==> config.mk <==
export PLATFORM = sky130hd
export DESIGN_NAME = hires_artifact_color_decoder
export DESIGN_NICKNAME = d
export VERILOG_FILES = /design/src/rtl/hacd_pkg.sv /design/src/rtl/hacd_line_ctl.sv /design/src/rtl/hacd_emitter.sv /design/src/rtl/hires_artifact_color_decoder.sv
export SDC_FILE = /design/constraint.sdc
export NUM_CORES = 1
export LEC_CHECK = 0
export ABC_AREA = 1
export BUFFER_PORTS_ARGS = -buffer_cell sky130_fd_sc_hd__buf_2
export CORE_ASPECT_RATIO = 0.5
export CORE_MARGIN = 2
export CORE_UTILIZATION = 54
export CTS_BUF_LIST = sky130_fd_sc_hd__clkbuf_2 sky130_fd_sc_hd__clkbuf_4 sky130_fd_sc_hd__clkbuf_8
export DETAILED_ROUTE_END_ITERATION = 8
export PLACE_DENSITY = 0.78
export SYNTH_ARGS = -nofsm -noshare
export SYNTH_HDL_FRONTEND = slang
export SYNTH_HIERARCHICAL = 1
export SYNTH_SLANG_ARGS = --single-unit
==> constraint.sdc <==
create_clock -name clk -period 2.9 [get_ports clk]
set_input_delay 0.58 -clock clk [delete_from_list [all_inputs] [get_ports clk]]
set_output_delay 0.58 -clock clk [all_outputs]
set_load 0.01 [all_outputs]
==> src/rtl/hacd_pkg.sv <==
// hacd_pkg: shared types, constants and palette functions for the
// hi-res artifact colour decoder; no dependencies
package hacd_pkg;

    // line geometry
    localparam int LINE_BYTES      = 40;
    localparam int PIXELS_PER_BYTE = 7;
    localparam logic [6:0] LINE_BYTES_W  = 7'(LINE_BYTES);
    localparam logic [5:0] LAST_COL      = 6'(LINE_BYTES - 1);
    localparam logic [8:0] LAST_X        = 9'(LINE_BYTES * PIXELS_PER_BYTE - 1);
    localparam logic [2:0] LAST_IDX      = 3'(PIXELS_PER_BYTE - 1);
    localparam int COLOR_SET_BIT   = 7;

    // colour codes
    typedef enum logic [2:0] {
        COL_BLACK  = 3'd0,
        COL_GREEN  = 3'd1,
        COL_VIOLET = 3'd2,
        COL_WHITE  = 3'd3,
        COL_BLUE   = 3'd4,
        COL_ORANGE = 3'd5
    } color_t;

    // one byte waiting to be shown, with its neighbours at the byte edges
    typedef struct packed {
        logic [7:0] pix_byte;
        logic [8:0] base_x;
        logic       left;
        logic       right;
    } desc_t;

    // up to two bytes released by one input item
    typedef struct packed {
        logic  a_valid;
        desc_t a;
        logic  b_valid;
        desc_t b;
    } job_t;

    // first pixel position of a column
    function automatic logic [8:0] base_x_of(input logic [5:0] col);
        logic [8:0] c;
        c = {3'b000, col};
        return (c << 3) - c;
    endfunction

    // colour of one pixel from its own bit, its neighbours, the colour-set bit and x parity
    function automatic color_t color_of(input logic lit, input logic nbr,
                                        input logic set, input logic odd);
        color_t c;
        if (!lit)
            c = COL_BLACK;
        else if (nbr)
            c = COL_WHITE;
        else if (odd)
            c = set ? COL_ORANGE : COL_GREEN;
        else
            c = set ? COL_BLUE : COL_VIOLET;
        return c;
    endfunction

    // fixed palette, red in the top byte
    function automatic logic [23:0] rgb_of(input color_t c);
        logic [23:0] v;
        unique case (c)
            COL_BLACK:  v = {8'd0,   8'd0,   8'd0};
            COL_GREEN:  v = {8'd0,   8'd200, 8'd0};
            COL_VIOLET: v = {8'd160, 8'd0,   8'd255};
            COL_WHITE:  v = {8'd255, 8'd255, 8'd255};
            COL_BLUE:   v = {8'd0,   8'd128, 8'd255};
            COL_ORANGE: v = {8'd255, 8'd80,  8'd0};
            default:    v = 24'd0;
        endcase
        return v;
    endfunction

endpackage

==> src/rtl/hacd_line_ctl.sv <==
// hacd_line_ctl: scanline state (held byte, column, left neighbour) and
// the byte descriptors released by each accepted item; uses hacd_pkg
module hacd_line_ctl
    import hacd_pkg::*;
(
    input  logic       clk,
    input  logic       rst_n,
    input  logic       accept,
    input  logic [5:0] column,
    input  logic [7:0] data_byte,
    output job_t       job
);

    logic       held_valid_reg, held_valid_next;
    logic [7:0] held_byte_reg,  held_byte_next;
    logic [5:0] held_col_reg,   held_col_next;
    logic       left_nb_reg,    left_nb_next;

    logic in_line;
    logic left_mid;

    // decode the column and build the job
    always_comb
    begin
        in_line  = {1'b0, column} < LINE_BYTES_W;
        left_mid = held_valid_reg ? held_byte_reg[6] : left_nb_reg;

        job.a_valid    = 1'b0;
        job.a.pix_byte = held_byte_reg;
        job.a.base_x   = base_x_of(held_col_reg);
        job.a.left     = left_nb_reg;
        job.a.right    = data_byte[0];
        job.b_valid    = 1'b0;
        job.b.pix_byte = data_byte;
        job.b.base_x   = base_x_of(column);
        job.b.left     = left_mid;
        job.b.right    = 1'b0;

        held_valid_next = held_valid_reg;
        held_byte_next  = held_byte_reg;
        held_col_next   = held_col_reg;
        left_nb_next    = left_nb_reg;

        if (in_line) begin
            if (column == 6'd0) begin
                // new line: drop whatever was held
                held_valid_next = 1'b1;
                held_byte_next  = data_byte;
                held_col_next   = 6'd0;
                left_nb_next    = 1'b0;
            end else begin
                job.a_valid = held_valid_reg;
                if (column == LAST_COL) begin
                    // last column flushes both bytes
                    job.b_valid     = 1'b1;
                    held_valid_next = 1'b0;
                    held_byte_next  = 8'd0;
                    held_col_next   = 6'd0;
                    left_nb_next    = 1'b0;
                end else begin
                    held_valid_next = 1'b1;
                    held_byte_next  = data_byte;
                    held_col_next   = column;
                    left_nb_next    = left_mid;
                end
            end
        end

        if (!accept) begin
            job.a_valid = 1'b0;
            job.b_valid = 1'b0;
        end
    end

    // line state
    always_ff @(posedge clk or negedge rst_n)
    begin
        if (!rst_n) begin
            held_valid_reg <= 1'b0;
            held_byte_reg  <= 8'd0;
            held_col_reg   <= 6'd0;
            left_nb_reg    <= 1'b0;
        end else if (accept) begin
            held_valid_reg <= held_valid_next;
            held_byte_reg  <= held_byte_next;
            held_col_reg   <= held_col_next;
            left_nb_reg    <= left_nb_next;
        end
    end

endmodule

==> src/rtl/hacd_emitter.sv <==
// hacd_emitter: walks the released bytes one pixel per cycle while the output is not
// stalled, colours each pixel and holds it in the output register; uses hacd_pkg
module hacd_emitter
    import hacd_pkg::*;
(
    input  logic        clk,
    input  logic        rst_n,
    input  job_t        job,
    output logic        job_ready,
    output logic        out_valid,
    input  logic        out_ready,
    output logic [8:0]  pixel_x,
    output color_t      color_code,
    output logic [23:0] rgb,
    output logic        run_last,
    output logic        line_end
);

    logic       job_valid_reg;
    desc_t      cur_reg;
    logic       pend_valid_reg;
    desc_t      pend_reg;
    logic [2:0] idx_reg;

    logic       out_valid_reg;
    logic [8:0] pixel_x_reg;
    color_t     color_reg;
    logic [23:0] rgb_reg;
    logic       run_last_reg;
    logic       line_end_reg;

    logic       adv;
    logic       step;
    logic       final_pix;
    logic [8:0] ext;
    logic [8:0] win;
    logic [8:0] x_now;
    color_t     code_now;

    // pixel colouring for the current position
    always_comb
    begin
        adv       = !out_valid_reg || out_ready;
        step      = adv && job_valid_reg;
        final_pix = (idx_reg == LAST_IDX) && !pend_valid_reg;
        job_ready = !job_valid_reg || (step && final_pix);
        ext       = {cur_reg.right, cur_reg.pix_byte[6:0], cur_reg.left};
        win       = ext >> idx_reg;
        x_now     = cur_reg.base_x + {6'd0, idx_reg};
        code_now  = color_of(win[1], win[0] | win[2],
                             cur_reg.pix_byte[COLOR_SET_BIT], x_now[0]);
    end

    // byte sequencing
    always_ff @(posedge clk or negedge rst_n)
    begin
        if (!rst_n) begin
            job_valid_reg  <= 1'b0;
            pend_valid_reg <= 1'b0;
            idx_reg        <= 3'd0;
        end else if (job_ready && (job.a_valid || job.b_valid)) begin
            job_valid_reg  <= 1'b1;
            pend_valid_reg <= job.a_valid && job.b_valid;
            idx_reg        <= 3'd0;
        end else if (step) begin
            if (idx_reg == LAST_IDX) begin
                idx_reg <= 3'd0;
                if (pend_valid_reg) begin
                    pend_valid_reg <= 1'b0;
                end else begin
                    job_valid_reg <= 1'b0;
                end
            end else begin
                idx_reg <= idx_reg + 3'd1;
            end
        end
    end

    // descriptor payload
    always_ff @(posedge clk)
    begin
        if (step && (idx_reg == LAST_IDX) && pend_valid_reg) begin
            cur_reg <= pend_reg;
        end
        if (job_ready && (job.a_valid || job.b_valid)) begin
            cur_reg  <= job.a_valid ? job.a : job.b;
            pend_reg <= job.b;
        end
    end

    // output register control
    always_ff @(posedge clk or negedge rst_n)
    begin
        if (!rst_n) begin
            out_valid_reg <= 1'b0;
        end else if (adv) begin
            out_valid_reg <= job_valid_reg;
        end
    end

    // output register payload
    always_ff @(posedge clk)
    begin
        if (step) begin
            pixel_x_reg  <= x_now;
            color_reg    <= code_now;
            rgb_reg      <= rgb_of(code_now);
            run_last_reg <= final_pix;
            line_end_reg <= x_now == LAST_X;
        end
    end

    assign out_valid  = out_valid_reg;
    assign pixel_x    = pixel_x_reg;
    assign color_code = color_reg;
    assign rgb        = rgb_reg;
    assign run_last   = run_last_reg;
    assign line_end   = line_end_reg;

    // checks
    a_idx_range: assert property (@(posedge clk) disable iff (!rst_n)
        job_valid_reg |-> (idx_reg <= LAST_IDX))
        else $error("pixel index past end of byte");

    a_pend_in_job: assert property (@(posedge clk) disable iff (!rst_n)
        pend_valid_reg |-> job_valid_reg)
        else $error("second byte pending without a job");

    a_line_end_last: assert property (@(posedge clk) disable iff (!rst_n)
        (out_valid_reg && line_end_reg) |-> run_last_reg)
        else $error("line end pixel not last of its item");

    a_no_overrun: assert property (@(posedge clk) disable iff (!rst_n)
        (step && final_pix && !(job.a_valid || job.b_valid)) |=> !job_valid_reg)
        else $error("job still active after its final pixel");

endmodule

==> src/rtl/hires_artifact_color_decoder.sv <==
// Hi-res artifact colour decoder: display bytes in, one coloured pixel per item out.
// A byte's pixels start after the next byte of the line is taken, through the job and output registers.
// Throughput: one pixel per clock from the pixel sequencer while m_tready does not stall the output;
// the next byte is taken as the last pixel leaves.
// Reset (rst_n, asynchronous, active low) clears the held byte and all valid flags.
// Depends on hacd_pkg, hacd_line_ctl and hacd_emitter.
module hires_artifact_color_decoder
    import hacd_pkg::*;
(
    input  logic        clk,
    input  logic        rst_n,
    input  logic        s_tvalid,
    output logic        s_tready,
    input  logic [15:0] s_tdata,   // column[5:0], data_byte[13:6], zero[15:14]
    output logic        m_tvalid,
    input  logic        m_tready,
    output logic [39:0] m_tdata,   // pixel_x[8:0], color_code[11:9], red[19:12],
                                   // green[27:20], blue[35:28], zero[39:36]
    output logic        m_tlast,   // run_last
    output logic        m_tuser    // line_end
);

    job_t        job;
    logic        accept;
    logic        job_ready;
    logic [8:0]  pixel_x;
    color_t      color_code;
    logic [23:0] rgb;

    assign s_tready = job_ready;
    assign accept   = s_tvalid && job_ready;

    // line state and byte release
    hacd_line_ctl u_line_ctl (
        .clk       (clk),
        .rst_n     (rst_n),
        .accept    (accept),
        .column    (s_tdata[5:0]),
        .data_byte (s_tdata[13:6]),
        .job       (job)
    );

    // pixel sequencing and output register
    hacd_emitter u_emitter (
        .clk        (clk),
        .rst_n      (rst_n),
        .job        (job),
        .job_ready  (job_ready),
        .out_valid  (m_tvalid),
        .out_ready  (m_tready),
        .pixel_x    (pixel_x),
        .color_code (color_code),
        .rgb        (rgb),
        .run_last   (m_tlast),
        .line_end   (m_tuser)
    );

    // pack the result item
    assign m_tdata = {4'd0, rgb[7:0], rgb[15:8], rgb[23:16], 3'(color_code), pixel_x};

endmodule
==> results.sh, run 1 <==
export IMPL_status="complete, no violations"
export IMPL_max_slew_margin_pct=65.28
export IMPL_wl_per_cell_um=11.95
export IMPL_seq_area_mm2=0.002322
export IMPL_cts_hold_buf=0
export IMPL_top_layer="met4"
export IMPL_fin_nets=609
export IMPL_critPathTopFamily="simple AND/OR/NAND/NOR gates"
export IMPL_wl_met3_um=606
export IMPL_finish_utilization_pct=62.28
export IMPL_synth_async_reset_ratio_pct=27.16
export IMPL_routedLengthMet1_um=4114
export IMPL_synth_cell_types=42
export IMPL_wl_met2_um=3434
export IMPL_coreArea_mm2=0.008230
export IMPL_synth_edf_count=59
export IMPL_cts_root_buffer="clkbuf_8"
export IMPL_synth_top_area_cell="edfxtp_1"
export IMPL_ys_top_cells_by_count="180 x nand2_1, 62 x inv_1, 59 x edfxtp_1"
export IMPL_maxCapViolCount=0
export IMPL_rsz0062_at_grt="false"
export IMPL_path_cells="inv_2, nor2_4, nand2_2, o21ai_4, nand2_1, inv_1, nand2_8, nor3b_2, inv_1, nand2_1, nand2_4, clkinv_2, buf_12, nor2_1, a31oi_1"
export IMPL_die_y_um=69.94
export IMPL_finalCritPeriodShare_pct=88.99
export IMPL_syn_cell_area_mm2=0.004696
export IMPL_cts_made_buffers=9
export IMPL_synth_top_area_share_pct=37.73
export IMPL_critPathKind="reg -> reg"
export IMPL_clock_latency_ns=0.36
export IMPL_ioPinCount=64
export IMPL_viasPerCell=4.868
export IMPL_synth_ff_type="edfxtp_1"
export IMPL_path_buf_inv=5
export IMPL_start_util_pct=57.05
export IMPL_cts_setup_buffers=0
export IMPL_cp_arrival_ns=2.75
export IMPL_fin_skew_ns=0.007749
export IMPL_grt_pass1_vias=3108
export IMPL_firstDrtPassIters=4
export IMPL_grt_antenna_before_repair=0
export IMPL_layout_cells_non_filler=692
export IMPL_dp_hpwl_um=6247
export IMPL_wl_um=8269
export IMPL_synth_most_common_cell="nand2_1"
export IMPL_cp_end_kind="register"
export IMPL_area_growth_pct=9.166
export IMPL_ys_seq_elements=81
export IMPL_synthTopCellsByArea="edfxtp_1 38%, nand2_1 14%, dfrtp_1 12%"
export IMPL_setup_tns_ns=0
export IMPL_worst_path_max_fanout=20
export IMPL_layout_drive_gt1_share_pct=18.97
export IMPL_finalPower_mw=5.002
export IMPL_die_w_um=135.9
export IMPL_drtIter0Drc=213
export IMPL_cp_slowest_stage_delay_ns=0.46
export IMPL_gp_congestion=0.9026
export IMPL_antenna_cells=0
export IMPL_achievable_frequency_mhz=387.5
export IMPL_cts_buffer_depth=2
export IMPL_grt_overflow=0
export IMPL_crit_slowest_cell="dfrtp_1"
export IMPL_cts_resized=0
export IMPL_grt_pass1_wl_um=14300
export IMPL_gr_usage_all_layers_pct=19.29
export IMPL_design_die_area_mm2=0.009503
export IMPL_route_detailed_drc=0
export IMPL_h_tree_depth=3
export IMPL_hold_viol_final=0
export IMPL_peakVddDrop_v=0.0004207
export IMPL_slew_viol_final=0
export IMPL_rows=23
export IMPL_syn_inst=538
export IMPL_hold_path_class="in -> async"
export IMPL_startpoint_type="register"
export IMPL_worst_slew_pin_slew_ns=0.5208
export IMPL_setup_viol=0
export IMPL_postSynthAreaPerCell_um2=8.728
export IMPL_clkTransAtPathRegs_ns=0.08
export IMPL_synth_warnings=6
export IMPL_grt_max_degree=28
export IMPL_numPlacedInstances=676
export IMPL_multi_input_area_mm2=0.001773
export IMPL_power_density_mw_per_mm2=975.7
export IMPL_cts_tree="done"
export IMPL_min_period_ns=2.581
export IMPL_p_leak_nw=2.462
export IMPL_crit_required_ns=3.07
export IMPL_num_vias=3369
export IMPL_nFillCells=722
export IMPL_antenna_left=0
export IMPL_numPortBuffers=57
export IMPL_clkSinkCount=81
export IMPL_ys_seq_area_share_pct=49.45
==> worst reg2reg max path, delay by kind of cell, from the launching register on <==
kind                   cells  cell delay, ns
and+or+nand+nor            8            0.82
buffers and inverters      5            0.69
AOI/OAI and AO/OA          2            0.41
DFF                        1            0.46
==> cells by family after synthesis <==
logic type	Yosys count	share of synthesized area (%)
simple gates	273	24.97
fa+ha+maj	14	3.890
other cells	2	0.1599
xor+xnor	13	2.425
flops	81	49.45
buf+inv	115	13.14
compound gates	40	5.969
==> final timing paths <==
kind                                                  start                     endpoint  slack (ns)  cells after the start
max in group asynchronous                             rst_n          u_emitter/out_valid        2.36                      1
worst min register to register  u_line_ctl/held_byte_reg[7]  u_line_ctl/held_byte_reg[7]        0.49                      2
worst max-delay path                   u_emitter/idx_reg[2]        u_emitter/cur_reg[13]        0.32                     15
worst max register to register         u_emitter/idx_reg[2]        u_emitter/cur_reg[13]        0.32                     15
min in group clk                                s_tdata[11]       u_emitter/pend_reg[16]        0.42                      1
worst min-delay path                                  rst_n   u_line_ctl/held_col_reg[3]        0.18                      1
==> per-stage QoR <==
| stage | instance area, um^2 | hold WS [ns] | setup WS [ns] |
|---|---|---|---|
| 2_1_floorplan | 4707 | 0.2844 | 0.02660 |
| 3_3_place_gp | 4900 | 0.4627 | 0.2650 |
| 3_5_place_dp | 4900 | 0.4667 | 0.2168 |
| 4_1_cts | 5126 | 0.1757 | 0.3266 |
| 5_1_grt | 5126 | 0.2071 | 0.1059 |
| 6_report | 5126 | 0.1829 | 0.3192 |
==> cells in the final DEF, fill, tap and decap left out, drive strengths merged, types with 5 or more instances in the layout <==
cell    count
a21oi       5
a31oi      19
buf        70
clkbuf     10
conb        5
dfrtp      22
edfxtp     59
ha         13
inv        68
nand2     186
nand3      33
nand4       5
nor2       43
o21ai      10
xnor2       5
xor2        8
==> area by class of cell <==
type | count | area share [%]
clock buffers | 10 | 2.685
inverters | 68 | 5.004
flip-flops and latches | 81 | 45.30
well taps | 112 | 2.734
multi-input cells | 345 | 34.59
clock inverters | 6 | 1.733
repair buffers | 70 | 7.957
==> report_power, final <==
part           switching (mW)  total (mW)  internal (mW)  leakage, nW
Combinational            1.39        2.21          0.821         1.53
Sequential              0.179        1.87           1.69        0.822
Clock                   0.412       0.922          0.510        0.111
==> metal layers <==
metal / vias to the layer above / global-route usage (%)
li1: 1775 / -
met1: 1485 / 27.22
met2: 101 / 28.62
met3: 8 / 6.754
met4: 0 / 4.514
met5: - / 0
Note: power is estimated with default switching activity, not from simulation.
==> inputs of run 2 (changes only) <==
--- a/config.mk
+++ b/config.mk
@@ -7,9 +7,11 @@
 export LEC_CHECK = 0
 export ABC_AREA = 1
 export BUFFER_PORTS_ARGS = -buffer_cell sky130_fd_sc_hd__buf_2
+export CELL_PAD_IN_SITES_DETAIL_PLACEMENT = 1
+export CELL_PAD_IN_SITES_GLOBAL_PLACEMENT = 2
 export CORE_ASPECT_RATIO = 0.5
 export CORE_MARGIN = 2
-export CORE_UTILIZATION = 54
+export CORE_UTILIZATION = 33
 export CTS_BUF_LIST = sky130_fd_sc_hd__clkbuf_2 sky130_fd_sc_hd__clkbuf_4 sky130_fd_sc_hd__clkbuf_8
 export DETAILED_ROUTE_END_ITERATION = 8
 export PLACE_DENSITY = 0.78
==> run 2 against run 1 <==
Effect of this change: total power fell by 1.7%; cell count rose by 12%; design area is 1.1% higher; worst setup slack got worse by 0.0035 ns; die area is 61% higher; sequential share of layout area shrank 0.48 points; sequential cell count is the same; clock power down 16%; combinational power up 3%; count of clock-buffer cells in the layout grew 2; critical path type unchanged; critical endpoint is now u_emitter/cur_reg[12]; highest routed layer unchanged.
==> results.sh, run 2 (synthesized netlist as in run 1, its figures left out) <==
export IMPL_fin_skew_ns=0.01595
export IMPL_fin_nets=609
export IMPL_hold_path_class="in -> async"
export IMPL_power_frac_comb_pct=46.2
export IMPL_maxCapViolCount=0
export IMPL_slew_viol_final=0
export IMPL_critPathKind="reg -> reg"
export IMPL_grt_antenna_before_repair=0
export IMPL_clkSinkCount=81
export IMPL_peakVddDrop_v=0.0003196
export IMPL_seq_area_mm2=0.002322
export IMPL_area_growth_pct=10.34
export IMPL_grt_max_degree=31
export IMPL_cts_setup_buffers=0
export IMPL_design_die_area_mm2=0.01526
export IMPL_cts_tree="done"
export IMPL_rsz0062_at_grt="false"
export IMPL_num_vias=3455
export IMPL_wl_um=10210
export IMPL_status="complete, no violations"
export IMPL_finalPower_mw=4.916
export IMPL_p_sw_share_pct=41.67
export IMPL_grt_overflow=0
export IMPL_firstDrtPassIters=6
export IMPL_pwr_share_seq_pct=38.1
export IMPL_mostFrequentLayoutCell="nand2_1"
export IMPL_power_density_mw_per_mm2=948.8
export IMPL_max_slew_margin_pct=60.89
export IMPL_gp_congestion=0.8113
export IMPL_grt_pass1_vias=3317
export IMPL_hold_viol_final=0
export IMPL_cts_root_buffer="clkbuf_8"
export IMPL_numPortBuffers=57
export IMPL_coreArea_mm2=0.01374
export IMPL_ioPinCount=64
export IMPL_gr_usage_all_layers_pct=13.92
export IMPL_achievable_frequency_mhz=386.9
export IMPL_setup_tns_ns=0
export IMPL_grt_pass1_wl_um=16630
export IMPL_finalCritPeriodShare_pct=89.12
export IMPL_nFillCells=1651
export IMPL_cts_hold_buf=0
export IMPL_clkTransAtPathRegs_ns=0.09
export IMPL_cts_resized=0
export IMPL_cts_made_buffers=9
export IMPL_cp_arrival_ns=2.74
export IMPL_clock_latency_ns=0.35
export IMPL_rows=30
export IMPL_cp_end_kind="register"
export IMPL_min_period_ns=2.584
export IMPL_hold_ws_ns=0.2178
export IMPL_mostFrequentLayoutCells="180 x nand2_1, 62 x inv_1, 59 x edfxtp_1"
export IMPL_cts_buffer_depth=2
export IMPL_drtIter0Drc=125
export IMPL_viasPerCell=4.475
export IMPL_multi_input_area_mm2=0.001773
export IMPL_antenna_left=0
export IMPL_layout_drive_gt1_share_pct=19.14
export IMPL_dp_hpwl_um=7927
export IMPL_crit_required_ns=3.06
export IMPL_die_w_um=172.7
export IMPL_antenna_cells=0
export IMPL_h_tree_depth=3
export IMPL_die_y_um=88.35
export IMPL_p_switching_mw=2.048
export IMPL_p_leak_nw=2.441
export IMPL_power_share_clock_pct=15.7
export IMPL_route_detailed_drc=0
export IMPL_setup_viol=0
export IMPL_worst_slew_pin_slew_ns=0.5867
export IMPL_start_util_pct=34.18
export IMPL_wl_per_cell_um=13.23
export IMPL_p_int_mw=2.868
export IMPL_worst_path_max_fanout=30
export IMPL_startpoint_type="register"
[run 2: path summary, 6_finish.rpt]
path | start | depth (start not counted) | end | slack, ns
min in group clk | s_tdata[10] | 1 | u_emitter/pend_reg[15] | 0.43
worst max register to register | u_emitter/idx_reg[2] | 15 | u_emitter/cur_reg[12] | 0.32
max in group asynchronous | rst_n | 1 | u_emitter/idx_reg[2] | 2.28
worst max-delay path | u_emitter/idx_reg[2] | 15 | u_emitter/cur_reg[12] | 0.32
worst min register to register | u_line_ctl/held_byte_reg[5] | 2 | u_line_ctl/held_byte_reg[5] | 0.48
worst min-delay path | rst_n | 1 | u_line_ctl/held_col_reg[4] | 0.22
[run 2: final cells by class]
type,instances,area share [%]
clock buffer,12,2.946
clock inverter,4,0.5554
inverter,68,4.950
multi-input combinational,345,34.22
sequential,81,44.82
tap,192,4.637
timing repair buffer,70,7.872
[run 2: layer usage]
metal | part of all wire [%] | up-vias | wire (um) | track usage [%]
li1 | - | 1766 | - | -
met1 | 54 | 1616 | 5490 | 19.67
met2 | 40 | 68 | 4123 | 21.32
met3 | 5.2 | 5 | 529 | 4.081
met4 | 0.65 | 0 | 66 | 3.005
met5 | 0 | - | 0 | 0
[run 2: stage by stage]
stage | cell area (um^2) | instances | util, % | worst slack, ns
floorplan | 4707 | 541 | - | 0.02660
global placement | 5000 | 756 | 36.39 | 0.2368
detailed placement | 5000 | 756 | 36.39 | 0.2067
CTS | 5181 | 772 | 37.71 | 0.2986
global route | 5181 | 772 | 37.71 | 0.1189
finish | 5181 | 772 | 37.71 | 0.3157
[run 2: critical path, cell delays in order, from the launching register on]
cell      delay, ns
dfrtp_1        0.47
inv_2          0.11
nor2_4         0.17
nand2_2        0.10
o21ai_4        0.20
nand2_1        0.07
inv_1          0.16
inv_1          0.09
nor2_1         0.16
inv_1          0.09
nand2_1        0.10
nand2_4        0.10
clkinv_2       0.09
buf_12         0.18
nor2_1         0.06
a31oi_1        0.24
[run 2: power by group through the flow]
stage | clock, mW | combinational [mW] | sequential [mW]
after floorplan | 0 | 1.69 | 1.96
after global placement | 0 | 2.26 | 1.89
after detailed placement | 0 | 2.31 | 1.91
after CTS | 0.800 | 2.32 | 1.88
after global routing | 0.849 | 2.57 | 1.92
final | 0.773 | 2.27 | 1.87
==> inputs of run 3 (changes only) <==
--- a/config.mk
+++ b/config.mk
@@ -9,7 +9,7 @@
 export BUFFER_PORTS_ARGS = -buffer_cell sky130_fd_sc_hd__buf_2
 export CELL_PAD_IN_SITES_DETAIL_PLACEMENT = 1
 export CELL_PAD_IN_SITES_GLOBAL_PLACEMENT = 2
-export CORE_ASPECT_RATIO = 0.5
+export CORE_ASPECT_RATIO = 1.2
 export CORE_MARGIN = 2
 export CORE_UTILIZATION = 33
 export CTS_BUF_LIST = sky130_fd_sc_hd__clkbuf_2 sky130_fd_sc_hd__clkbuf_4 sky130_fd_sc_hd__clkbuf_8
==> run 3 against run 2 <==
Effect of this change: the run now ends with DRC left; critical path depth unchanged; non-clock buffer count decreased by 1; register-to-register slack got worse by 0.02 ns; sequential cell count unchanged; global-route usage decreased by 0.73 points.
==> results.sh, run 3 (synthesized netlist as in run 1, its figures left out) <==
export IMPL_start_util_pct=33.84
export IMPL_worst_slew_pin_slew_ns=0.5752
export IMPL_setup_viol=0
export IMPL_path_cells="inv_2, nor2_4, nand2_2, o21ai_4, nand2_1, inv_1, nand2_8, nor3b_2, inv_1, nand2_1, nand2_4, clkinv_2, buf_12, nor2_1, a31oi_1"
export IMPL_rsz0062_at_grt="false"
export IMPL_rows=47
export IMPL_peakVddDrop_v=0.0002333
export IMPL_design_die_area_mm2=0.01520
export IMPL_gr_usage_all_layers_pct=13.19
export IMPL_finalPower_mw=4.961
export IMPL_power_share_clock_pct=16.8
export IMPL_cts_hold_buf=0
export IMPL_status="finished, violations left"
export IMPL_critPathKind="reg -> reg"
export IMPL_ioPinCount=64
export IMPL_wl_um=9687
export IMPL_clkTransAtPathRegs_ns=0.08
export IMPL_violations="DRC"
export IMPL_hold_path_class="in -> async"
export IMPL_p_leak_nw=2.449
export IMPL_h_tree_depth=3
export IMPL_viasPerCell=4.612
export IMPL_max_slew_margin_pct=61.65
export IMPL_layout_cells_non_filler=750
export IMPL_wl_per_cell_um=12.92
export IMPL_finalCritPeriodShare_pct=89.86
export IMPL_cts_resized=0
export IMPL_p_sw_share_pct=40.84
export IMPL_achievable_frequency_mhz=383.8
export IMPL_gp_congestion=0.8072
export IMPL_num_vias=3459
export IMPL_p_int_mw=2.935
export IMPL_crit_slowest_cell="dfrtp_1"
export IMPL_maxCapViolCount=0
export IMPL_dp_hpwl_um=7617
export IMPL_setup_tns_ns=0
export IMPL_crit_required_ns=3.08
export IMPL_area_growth_pct=10.05
export IMPL_mostFrequentLayoutCells="180 x nand2_1, 62 x inv_1, 59 x edfxtp_1"
export IMPL_hold_viol_final=0
export IMPL_drtIter0Drc=119
export IMPL_numPlacedInstances=734
export IMPL_grt_pass1_vias=3437
export IMPL_grt_antenna_before_repair=0
export IMPL_cp_arrival_ns=2.78
export IMPL_grt_overflow=0
export IMPL_power_density_mw_per_mm2=960.0
export IMPL_mostFrequentLayoutCell="nand2_1"
export IMPL_slew_viol_final=0
export IMPL_finish_utilization_pct=37.23
export IMPL_die_y_um=134.7
export IMPL_fin_nets=608
export IMPL_cp_slowest_stage_delay_ns=0.49
export IMPL_min_period_ns=2.606
export IMPL_pwr_share_seq_pct=37.9
export IMPL_grt_pass1_wl_um=16060
export IMPL_antenna_cells=0
export IMPL_numPortBuffers=57
export IMPL_coreArea_mm2=0.01388
export IMPL_layout_drive_gt1_share_pct=19.00
export IMPL_cts_made_buffers=9
export IMPL_firstDrtPassIters=6
export IMPL_power_frac_comb_pct=45.3
export IMPL_cts_tree="done"
export IMPL_r2r_cells=15
export IMPL_cp_end_kind="register"
export IMPL_cts_setup_buffers=0
export IMPL_grt_max_degree=28
export IMPL_antenna_left=0
export IMPL_fin_skew_ns=0.007789
export IMPL_p_switching_mw=2.026
export IMPL_cts_root_buffer="clkbuf_8"
export IMPL_clkSinkCount=81
export IMPL_hold_ws_ns=0.2179
export IMPL_route_detailed_drc=8
export IMPL_worst_path_max_fanout=20
export IMPL_cts_buffer_depth=2
export IMPL_die_w_um=112.9
export IMPL_clock_latency_ns=0.35
export IMPL_startpoint_type="register"
==> run 3: layout make-up <==
cell class	count	area (um^2)
Timing Repair Buffer	69	400.4
Clock inverter	5	56.30
Inverter	68	256.5
Multi-Input combinational cell	345	1773
Clock buffer	11	145.1
Fill cell	1666	8711
Tap cell	171	214.0
Sequential cell	81	2322
==> run 3: layer usage <==
metal	track usage (%)	up-vias	wire, um
li1	-	1759	-
met2	23.03	70	4757
met1	15.99	1615	4349
met3	2.558	15	402
met5	0	-	0
met4	5.420	0	178
==> run 3: stage by stage <==
stage	setup WS, ns	cell area (um^2)
finish	0.2942	5167
global route	0.08236	5167
CTS	0.2893	5167
detailed placement	0.1537	4966
global placement	0.2128	4966
floorplan	0.02660	4707
==> run 3: path summary, 6_finish.rpt <==
check,startpoint,endpoint,slack (ns)
worst max-delay path,u_emitter/idx_reg[2],u_emitter/cur_reg[13],0.29
worst min-delay path,rst_n,u_line_ctl/held_byte_reg[0],0.22
worst max register to register,u_emitter/idx_reg[2],u_emitter/cur_reg[13],0.29
worst min register to register,u_line_ctl/held_byte_reg[0],u_line_ctl/held_byte_reg[0],0.49
max in group asynchronous,rst_n,u_line_ctl/held_col_reg[4],2.30
min in group clk,s_tdata[13],u_emitter/pend_reg[18],0.43
==> run 3: power groups by stage <==
stage	logic, mW	registers [mW]	clock network [mW]
CTS	2.28	1.89	0.864
detailed placement	2.27	1.92	0
global placement	2.21	1.90	0
global route	2.56	1.93	0.909
finish	2.25	1.88	0.833
floorplan	1.69	1.96	0
==> run 3: critical path: cells and delay by family, from the launching register on <==
kind	cells	cell delay, ns
flip-flops	1	0.49
buffers and inverters	5	0.73
AND/OR/NAND/NOR	8	0.84
AO/OA/AOI/OAI	2	0.37
